### config.mk
export PLATFORM = sky130hd
export DESIGN_NAME = infix_to_postfix_converter
export DESIGN_NICKNAME = d
export VERILOG_FILES = /design/src/rtl/itp_pkg.sv /design/src/rtl/itp_front.sv /design/src/rtl/itp_queue.sv /design/src/rtl/itp_back.sv /design/src/rtl/infix_to_postfix_converter.sv
export SDC_FILE = /design/constraint.sdc
export NUM_CORES = 1
export LEC_CHECK = 0
export ABC_AREA = 1
export BUFFER_PORTS_ARGS = -buffer_cell sky130_fd_sc_hd__buf_2
export CORE_ASPECT_RATIO = 1.5
export CORE_UTILIZATION = 60
export CTS_CLUSTER_DIAMETER = 80
export CTS_CLUSTER_SIZE = 25
export DETAILED_ROUTE_END_ITERATION = 10
export GPL_ROUTABILITY_DRIVEN = 0
export PLACE_DENSITY = 0.74
export SYNTH_ARGS = -nofsm -noshare
export SYNTH_HDL_FRONTEND = slang
export SYNTH_HIERARCHICAL = 1
export SYNTH_SLANG_ARGS = --single-unit
### constraint.sdc
create_clock -name clk -period 5.6 [get_ports clk]
set_input_delay 1.12 -clock clk [delete_from_list [all_inputs] [get_ports clk]]
set_output_delay 1.12 -clock clk [all_outputs]
set_load 0.01 [all_outputs]
### src/rtl/itp_pkg.sv
package itp_pkg;

    // ascii characters the converter recognizes
    localparam logic [7:0] CHAR_LPAR  = 8'h28;  // (
    localparam logic [7:0] CHAR_RPAR  = 8'h29;  // )
    localparam logic [7:0] CHAR_STAR  = 8'h2A;  // *
    localparam logic [7:0] CHAR_PLUS  = 8'h2B;  // +
    localparam logic [7:0] CHAR_MINUS = 8'h2D;  // -
    localparam logic [7:0] CHAR_SLASH = 8'h2F;  // /
    localparam logic [7:0] CHAR_CARET = 8'h5E;  // ^
    localparam logic [7:0] CHAR_0     = 8'h30;
    localparam logic [7:0] CHAR_9     = 8'h39;
    localparam logic [7:0] CHAR_UA    = 8'h41;
    localparam logic [7:0] CHAR_UZ    = 8'h5A;
    localparam logic [7:0] CHAR_LA    = 8'h61;
    localparam logic [7:0] CHAR_LZ    = 8'h7A;
    localparam logic [7:0] CHAR_NUL   = 8'h00;

    // operator stack entry codes
    localparam logic [2:0] CODE_LPAR  = 3'd0;
    localparam logic [2:0] CODE_PLUS  = 3'd1;
    localparam logic [2:0] CODE_MINUS = 3'd2;
    localparam logic [2:0] CODE_STAR  = 3'd3;
    localparam logic [2:0] CODE_SLASH = 3'd4;
    localparam logic [2:0] CODE_CARET = 3'd5;
    localparam logic [2:0] CODE_NONE  = 3'd7;

    // error codes on the result channel
    localparam logic [1:0] ERR_NONE     = 2'd0;
    localparam logic [1:0] ERR_OVERFLOW = 2'd1;
    localparam logic [1:0] ERR_PAREN    = 2'd2;
    localparam logic [1:0] ERR_INVALID  = 2'd3;

    // depth of the queue between front and back
    localparam int unsigned QUEUE_DEPTH = 4;

    typedef enum logic [2:0] {
        K_ALNUM,
        K_OPER,
        K_RPAR,
        K_INVALID,
        K_END
    } kind_t;

    typedef struct packed {
        kind_t      kind;
        logic [2:0] code;
        logic [7:0] sym;
    } item_t;

    typedef enum logic [2:0] {
        ST_IDLE,
        ST_DISPATCH,
        ST_READ,
        ST_EVAL,
        ST_PUSH,
        ST_FINAL
    } back_state_t;

    function automatic logic [2:0] op_code(input logic [7:0] c);
        logic [2:0] r;
        r = CODE_NONE;
        unique case (c)
            CHAR_LPAR:  r = CODE_LPAR;
            CHAR_PLUS:  r = CODE_PLUS;
            CHAR_MINUS: r = CODE_MINUS;
            CHAR_STAR:  r = CODE_STAR;
            CHAR_SLASH: r = CODE_SLASH;
            CHAR_CARET: r = CODE_CARET;
            default:    r = CODE_NONE;
        endcase
        return r;
    endfunction

    function automatic logic is_alnum(input logic [7:0] c);
        return (c >= CHAR_0 && c <= CHAR_9) || (c >= CHAR_UA && c <= CHAR_UZ) ||
               (c >= CHAR_LA && c <= CHAR_LZ);
    endfunction

    function automatic logic [7:0] code_char(input logic [2:0] code);
        logic [7:0] r;
        r = CHAR_NUL;
        unique case (code)
            CODE_LPAR:  r = CHAR_LPAR;
            CODE_PLUS:  r = CHAR_PLUS;
            CODE_MINUS: r = CHAR_MINUS;
            CODE_STAR:  r = CHAR_STAR;
            CODE_SLASH: r = CHAR_SLASH;
            CODE_CARET: r = CHAR_CARET;
            default:    r = CHAR_NUL;
        endcase
        return r;
    endfunction

    // in-stack priority
    function automatic logic [2:0] isp(input logic [2:0] code);
        logic [2:0] r;
        r = 3'd0;
        unique case (code)
            CODE_PLUS, CODE_MINUS: r = 3'd1;
            CODE_STAR, CODE_SLASH: r = 3'd2;
            CODE_CARET:            r = 3'd3;
            default:               r = 3'd0;
        endcase
        return r;
    endfunction

    // incoming priority
    function automatic logic [2:0] icp(input logic [2:0] code);
        logic [2:0] r;
        r = 3'd0;
        unique case (code)
            CODE_LPAR, CODE_CARET: r = 3'd4;
            CODE_PLUS, CODE_MINUS: r = 3'd1;
            CODE_STAR, CODE_SLASH: r = 3'd2;
            default:               r = 3'd0;
        endcase
        return r;
    endfunction

endpackage

### src/rtl/itp_front.sv
module itp_front (
    input  logic           command,
    input  logic [7:0]     symbol,
    output itp_pkg::item_t item
);
    import itp_pkg::*;

    logic [2:0] code;

    assign code = op_code(symbol);

    // classify the incoming character
    always_comb
    begin
        item.sym  = symbol;
        item.code = code;
        if (command)
        begin
            item.kind = K_END;
        end
        else if (is_alnum(symbol))
        begin
            item.kind = K_ALNUM;
        end
        else if (symbol == CHAR_RPAR)
        begin
            item.kind = K_RPAR;
        end
        else if (code != CODE_NONE)
        begin
            item.kind = K_OPER;
        end
        else
        begin
            item.kind = K_INVALID;
        end
    end

endmodule

### src/rtl/itp_queue.sv
module itp_queue (
    input  logic           clk,
    input  logic           rst_n,
    input  logic           push_valid,
    output logic           push_ready,
    input  itp_pkg::item_t push_item,
    output logic           pop_valid,
    input  logic           pop,
    output itp_pkg::item_t pop_item
);
    import itp_pkg::*;

    localparam int unsigned QAW = $clog2(QUEUE_DEPTH);
    localparam int unsigned QCW = $clog2(QUEUE_DEPTH + 1);

    item_t            entry_reg [QUEUE_DEPTH];
    logic [QAW-1:0]   wr_ptr_reg, wr_ptr_next;
    logic [QAW-1:0]   rd_ptr_reg, rd_ptr_next;
    logic [QCW-1:0]   fill_reg, fill_next;
    logic             do_push;
    logic             do_pop;

    assign push_ready = (fill_reg != QCW'(QUEUE_DEPTH));
    assign pop_valid  = (fill_reg != '0);
    assign pop_item   = entry_reg[rd_ptr_reg];
    assign do_push    = push_valid && push_ready;
    assign do_pop     = pop && pop_valid;

    always_comb
    begin
        wr_ptr_next = do_push ? wr_ptr_reg + QAW'(1) : wr_ptr_reg;
        rd_ptr_next = do_pop ? rd_ptr_reg + QAW'(1) : rd_ptr_reg;
        fill_next   = fill_reg;
        if (do_push && !do_pop)
        begin
            fill_next = fill_reg + QCW'(1);
        end
        else if (do_pop && !do_push)
        begin
            fill_next = fill_reg - QCW'(1);
        end
    end

    always_ff @(posedge clk or negedge rst_n)
    begin
        if (!rst_n)
        begin
            wr_ptr_reg <= '0;
            rd_ptr_reg <= '0;
            fill_reg   <= '0;
        end
        else
        begin
            wr_ptr_reg <= wr_ptr_next;
            rd_ptr_reg <= rd_ptr_next;
            fill_reg   <= fill_next;
        end
    end

    always_ff @(posedge clk)
    begin
        if (do_push)
        begin
            entry_reg[wr_ptr_reg] <= push_item;
        end
    end

endmodule

### src/rtl/itp_back.sv
module itp_back #(
    parameter int unsigned STACK_DEPTH = 32
) (
    input  logic           clk,
    input  logic           rst_n,
    input  logic           q_valid,
    output logic           q_pop,
    input  itp_pkg::item_t q_item,
    output logic           result_valid,
    input  logic           result_ready,
    output logic [7:0]     out_symbol,
    output logic           is_end,
    output logic [1:0]     error
);
    import itp_pkg::*;

    localparam int unsigned AW = $clog2(STACK_DEPTH);
    localparam int unsigned CW = $clog2(STACK_DEPTH + 1);

    back_state_t    state_reg, state_next;
    item_t          cmd_reg, cmd_next;
    logic [CW-1:0]  count_reg, count_next;
    logic [1:0]     err_reg, err_next;
    logic [2:0]     stack_mem_reg [STACK_DEPTH];
    logic [2:0]     rd_data_reg;
    logic [CW-1:0]  cnt_m1;
    logic [AW-1:0]  rd_addr;
    logic [AW-1:0]  wr_addr;
    logic           mem_we;
    logic           stack_empty;
    logic           stack_full;
    logic           last_entry;
    logic           out_free;
    logic [7:0]     top_char;
    logic           emit;
    logic [7:0]     emit_sym;
    logic           emit_end;
    logic [1:0]     emit_err;
    logic           result_valid_reg;
    logic [7:0]     out_symbol_reg;
    logic           is_end_reg;
    logic [1:0]     error_reg;

    assign cnt_m1      = count_reg - CW'(1);
    assign rd_addr     = cnt_m1[AW-1:0];
    assign wr_addr     = count_reg[AW-1:0];
    assign stack_empty = (count_reg == '0);
    assign stack_full  = (count_reg >= CW'(STACK_DEPTH));
    assign last_entry  = (cnt_m1 == '0);
    assign out_free    = !result_valid_reg || result_ready;
    assign top_char    = code_char(rd_data_reg);

    always_comb
    begin
        state_next = state_reg;
        cmd_next   = cmd_reg;
        count_next = count_reg;
        err_next   = err_reg;
        q_pop      = 1'b0;
        mem_we     = 1'b0;
        emit       = 1'b0;
        emit_sym   = cmd_reg.sym;
        emit_end   = 1'b0;
        emit_err   = ERR_NONE;
        unique case (state_reg)
            ST_IDLE:
            begin
                if (q_valid)
                begin
                    cmd_next   = q_item;
                    q_pop      = 1'b1;
                    err_next   = ERR_NONE;
                    state_next = ST_DISPATCH;
                end
            end
            ST_DISPATCH:
            begin
                unique case (cmd_reg.kind)
                    K_ALNUM:
                    begin
                        if (out_free)
                        begin
                            emit       = 1'b1;
                            state_next = ST_IDLE;
                        end
                    end
                    K_INVALID:
                    begin
                        if (out_free)
                        begin
                            emit       = 1'b1;
                            emit_err   = ERR_INVALID;
                            state_next = ST_IDLE;
                        end
                    end
                    K_OPER:
                    begin
                        state_next = stack_empty ? ST_PUSH : ST_READ;
                    end
                    K_RPAR, K_END:
                    begin
                        state_next = stack_empty ? ST_FINAL : ST_READ;
                    end
                    default:
                    begin
                        state_next = ST_IDLE;
                    end
                endcase
            end
            ST_READ:
            begin
                state_next = ST_EVAL;
            end
            ST_EVAL:
            begin
                unique case (cmd_reg.kind)
                    K_OPER:
                    begin
                        if (isp(rd_data_reg) < icp(cmd_reg.code))
                        begin
                            state_next = ST_PUSH;
                        end
                        else if (out_free)
                        begin
                            emit       = 1'b1;
                            emit_sym   = top_char;
                            count_next = cnt_m1;
                            state_next = last_entry ? ST_PUSH : ST_READ;
                        end
                    end
                    K_RPAR:
                    begin
                        if (rd_data_reg == CODE_LPAR)
                        begin
                            count_next = cnt_m1;
                            state_next = ST_IDLE;
                        end
                        else if (out_free)
                        begin
                            emit       = 1'b1;
                            emit_sym   = top_char;
                            count_next = cnt_m1;
                            state_next = last_entry ? ST_FINAL : ST_READ;
                        end
                    end
                    K_END:
                    begin
                        if (rd_data_reg == CODE_LPAR)
                        begin
                            err_next   = ERR_PAREN;
                            count_next = cnt_m1;
                            state_next = last_entry ? ST_FINAL : ST_READ;
                        end
                        else if (out_free)
                        begin
                            emit       = 1'b1;
                            emit_sym   = top_char;
                            count_next = cnt_m1;
                            state_next = last_entry ? ST_FINAL : ST_READ;
                        end
                    end
                    default:
                    begin
                        state_next = ST_IDLE;
                    end
                endcase
            end
            ST_PUSH:
            begin
                if (stack_full)
                begin
                    if (out_free)
                    begin
                        emit       = 1'b1;
                        emit_err   = ERR_OVERFLOW;
                        state_next = ST_IDLE;
                    end
                end
                else
                begin
                    mem_we     = 1'b1;
                    count_next = count_reg + CW'(1);
                    state_next = ST_IDLE;
                end
            end
            ST_FINAL:
            begin
                if (out_free)
                begin
                    emit       = 1'b1;
                    state_next = ST_IDLE;
                    if (cmd_reg.kind == K_END)
                    begin
                        emit_sym = CHAR_NUL;
                        emit_end = 1'b1;
                        emit_err = err_reg;
                    end
                    else
                    begin
                        emit_err = ERR_PAREN;
                    end
                end
            end
            default:
            begin
                state_next = ST_IDLE;
            end
        endcase
    end

    always_ff @(posedge clk or negedge rst_n)
    begin
        if (!rst_n)
        begin
            state_reg        <= ST_IDLE;
            count_reg        <= '0;
            result_valid_reg <= 1'b0;
        end
        else
        begin
            state_reg <= state_next;
            count_reg <= count_next;
            if (emit)
            begin
                result_valid_reg <= 1'b1;
            end
            else if (result_ready)
            begin
                result_valid_reg <= 1'b0;
            end
        end
    end

    // payload registers
    always_ff @(posedge clk)
    begin
        cmd_reg <= cmd_next;
        err_reg <= err_next;
        if (emit)
        begin
            out_symbol_reg <= emit_sym;
            is_end_reg     <= emit_end;
            error_reg      <= emit_err;
        end
    end

    // operator stack, registered read of the top entry
    always_ff @(posedge clk)
    begin
        if (mem_we)
        begin
            stack_mem_reg[wr_addr] <= cmd_reg.code;
        end
        rd_data_reg <= stack_mem_reg[rd_addr];
    end

    assign result_valid = result_valid_reg;
    assign out_symbol   = out_symbol_reg;
    assign is_end       = is_end_reg;
    assign error        = error_reg;

endmodule

### src/rtl/infix_to_postfix_converter.sv
// infix to postfix converter: a letter, digit or invalid character passes through the queue
// entry, the back end's command register and the result register before its result is valid;
// with no output stall the back end walks IDLE and DISPATCH for each transaction, then READ
// and EVAL for each stack entry it reads (each pop and the entry that stops an operator), then
// PUSH or FINAL where needed; it handles one transaction at a time, and READ waits on the registered stack read
// reset (rst_n low, asynchronous) empties the stack, the queue and the result register
module infix_to_postfix_converter #(
    parameter int unsigned STACK_DEPTH = 32
) (
    input  logic       clk,
    input  logic       rst_n,
    // input transaction: one infix character or an end command
    input  logic       item_valid,
    output logic       item_ready,
    input  logic       command,
    input  logic [7:0] symbol,
    // result transaction: one postfix character, an error or the end marker
    output logic       result_valid,
    input  logic       result_ready,
    output logic [7:0] out_symbol,
    output logic       is_end,
    output logic [1:0] error
);
    import itp_pkg::*;

    item_t front_item;
    item_t q_item;
    logic  q_valid;
    logic  q_pop;

    // front: classify the character into letter/digit, operator, ')', invalid or end,
    // and look up the operator code once so the back end never decodes ascii
    itp_front u_front (
        .command (command),
        .symbol  (symbol),
        .item    (front_item)
    );

    // short queue so the input side keeps taking transactions while the back end
    // is busy popping the stack
    itp_queue u_queue (
        .clk        (clk),
        .rst_n      (rst_n),
        .push_valid (item_valid),
        .push_ready (item_ready),
        .push_item  (front_item),
        .pop_valid  (q_valid),
        .pop        (q_pop),
        .pop_item   (q_item)
    );

    // back: shunting-yard sequencer with the operator stack and the result register;
    // the stack bottom acts as an implicit '('
    itp_back #(
        .STACK_DEPTH (STACK_DEPTH)
    ) u_back (
        .clk          (clk),
        .rst_n        (rst_n),
        .q_valid      (q_valid),
        .q_pop        (q_pop),
        .q_item       (q_item),
        .result_valid (result_valid),
        .result_ready (result_ready),
        .out_symbol   (out_symbol),
        .is_end       (is_end),
        .error        (error)
    );

endmodule
==> results.toml <==
[sta]
tightest_slew_ps = 1060
finClkSkew_ps = 11.6
rsz0062_at_grt = "false"
layout_setup_ws_ps = 2700
maxSlewHeadroom_pct = 29.2
slew_viol_final = 0
setup_tns_ps = 0
final_hold_viol_count = 0
period_needed_ps = 2900
finalCritPeriodShare_pct = 51.9
final-setup-viol-count = 0
whs_ps = 538
clock.fmax_ghz = 0.344

[clock_network]
cts.repair.resized = 0
postCtsSetupBuffers = 0
clock_path_buffers = 2
cts_tree = "done"
root_buffer = "clkbuf_16"
clk_pin_slew_ps = 70
cts_htree_levels = 4
cts.sinks = 198
cts-hold-fix-buffers = 0
cts_made_buffers = 17
insertion_delay_ps = 430

[placement]
dp_hpwl_mm = 13.3
place_ws_ps = 2420
dp_cells = 1056
port_buffers = 25
dpl_cell_area_sq_um = 9630

[cells_and_area]
fill_cells = 1102
final_common_cell = "edfxtp_1"
final_cell_mix = "edfxtp_1, nand2_1, nor2_1, inv_1, nand3_1"
antenna_cells = 0
multi_input_area_sq_um = 2990
fin_util_pct = 67.2
regArea_sq_um = 5830
area_growth_pct = 8.31
largest_register_ffs = 96
fin_cells = 1088
nets = 901
drive_gt1_share_pct = 15.5
finalInstanceArea_sq_um = 10200

[critical_path]
crit_slowest_cell = "edfxtp_1"
cp_cell_sequence = "buf_4, a21oi_1, o21bai_1, ha_1, nand3_2, nand2_1, nand2_1, nand2_2, nand2_1, nand2_1"
cp_data_required_time_ps = 5680
r2r_cells = 10
arrival_ps = 2980
end_kind = "register"
critPathLaunchType = "register"
worstReg2RegStart = "u_back/cmd_reg[9]"
path_class = "reg -> reg"
cp-startpoint = "u_back/cmd_reg[9]"
crit_fanout = 20
max_stage_delay_ps = 770
cpMostUsedCell = "nand2_1"

[grt]
grt_usage_pct = 24.6
grt_pass1_vias = 6332
gr-total-overflow = 0
grt_max_degree = 59
grt_first_pass_wirelength_mm = 30.5
antenna_found_initial = 0

[floorplan]
initial_core_util_pct = 62.1
design.die.area_sq_um = 16300
die_w_um = 104
die_h_um = 156
rows = 55
core_sq_um = 15200
ios = 26

[min_path]
hp-start = "u_back/cmd_reg[1]"
min_path_type = "reg -> reg"
whs_path_depth = 2

[detailed_routing]
num_vias = 6270
drt_iter0_drc = 610
first_pass_iters = 8
ant_nets = 0
wl_mm = 18.9
drc = 0
wl_per_cell_um = 17.3
viasPerCell = 5.76

[power]
leakagePower_nw = 4.00
power.total_mw = 5.44
ir_drop_v = 0.000273
powerDensity_nw_per_um2 = 532

[outcome]
outcome = "completed"

[logic_synthesis]
synth_warnings = 6
syn_inst = 863
synthTopCellsByArea = "edfxtp_1, nand2_1, dfrtp_1"
syn_avg_cell_area_sq_um = 10.9
ys_seq_area_share_pct = 61.7
synth_xor_area_share_pct = 0.265
synth-compound-area-share_pct = 10.0
synthMuxAreaShare_pct = 2.44
netlist.area_leader.share_pct = 56.6
ys_types = 48
yosys.area_share.simple_pct = 17.2
synth_edf_count = 178
netlist_area_sq_um = 9440
syn-num-nets = 888
ys_ff_latch = 198
synth_top_family_by_area = "simple AND/OR/NAND/NOR gates"
ys.flop_type = "edfxtp_1"
synthAdderAreaFrac_pct = 1.67
async_flop_share_pct = 8.59
yosys.area.top_type = "edfxtp_1"

[job]
maxCapViolCount = 0
==> where the power goes <==
part	leakage (nW)	internal (mW)	switching, mW	total (mW)
clock	0.287	0.605	0.583	1.19
combinational	1.87	0.638	1.40	2.04
sequential	1.84	2.02	0.195	2.21
total	4.00	3.26	2.17	5.44
==> routing by layer <==
metal  GRT usage [%]  share of wire (%)  wire (um)
met1            25.0                 36       6800
met3            3.55                3.5        657
met5               0                  0          0
met4            14.4                4.4        822
met2            47.2                 56      10600
==> final timing paths <==
check | slack, ps | end
worst max-delay path | 2700 | u_back/is_end
worst min-delay path | 540 | u_back/out_symbol[1]
worst max register to register | 2700 | u_back/is_end
worst min register to register | 540 | u_back/out_symbol[1]
max in group asynchronous | 4670 | u_back/count_reg[0]
min in group asynchronous | 610 | u_queue/wr_ptr_reg[1]
==> synth_stat cells, types with 10 or more instances <==
master,n
edfxtp_1,178
nand2_1,168
nor2_1,97
inv_1,80
nand3_1,50
o21ai_0,43
mux2i_1,23
o221ai_1,23
o211ai_2,19
dfrtp_1,17
buf_4,15
inv_2,15
a21oi_1,13
buf_2,13
ha_1,11
o211ai_1,10
==> cell families after synthesis <==
| family | Yosys count |
|---|---|
| fa+ha+maj | 12 |
| xor+xnor | 2 |
| buf+inv | 137 |
| mux | 23 |
| flops | 198 |
| simple gates | 364 |
| compound gates | 127 |
==> layout make-up <==
cell class / instances / area share [%]
Clock buffer: 17 / 4.16
Tap cell: 199 / 2.43
Multi-Input combinational cell: 528 / 29.2
Clock inverter: 15 / 1.70
Inverter: 97 / 3.60
Sequential cell: 198 / 57.0
Timing Repair Buffer: 34 / 1.88
==> critical path: cells and delay by family, from the launching register on <==
family          cells  cell delay (ps)
compound gates      2              290
fa+ha+maj           1              280
flops               1              770
simple gates        6              880
buf+inv             1              320
Note: power is estimated with default switching activity, not from simulation.
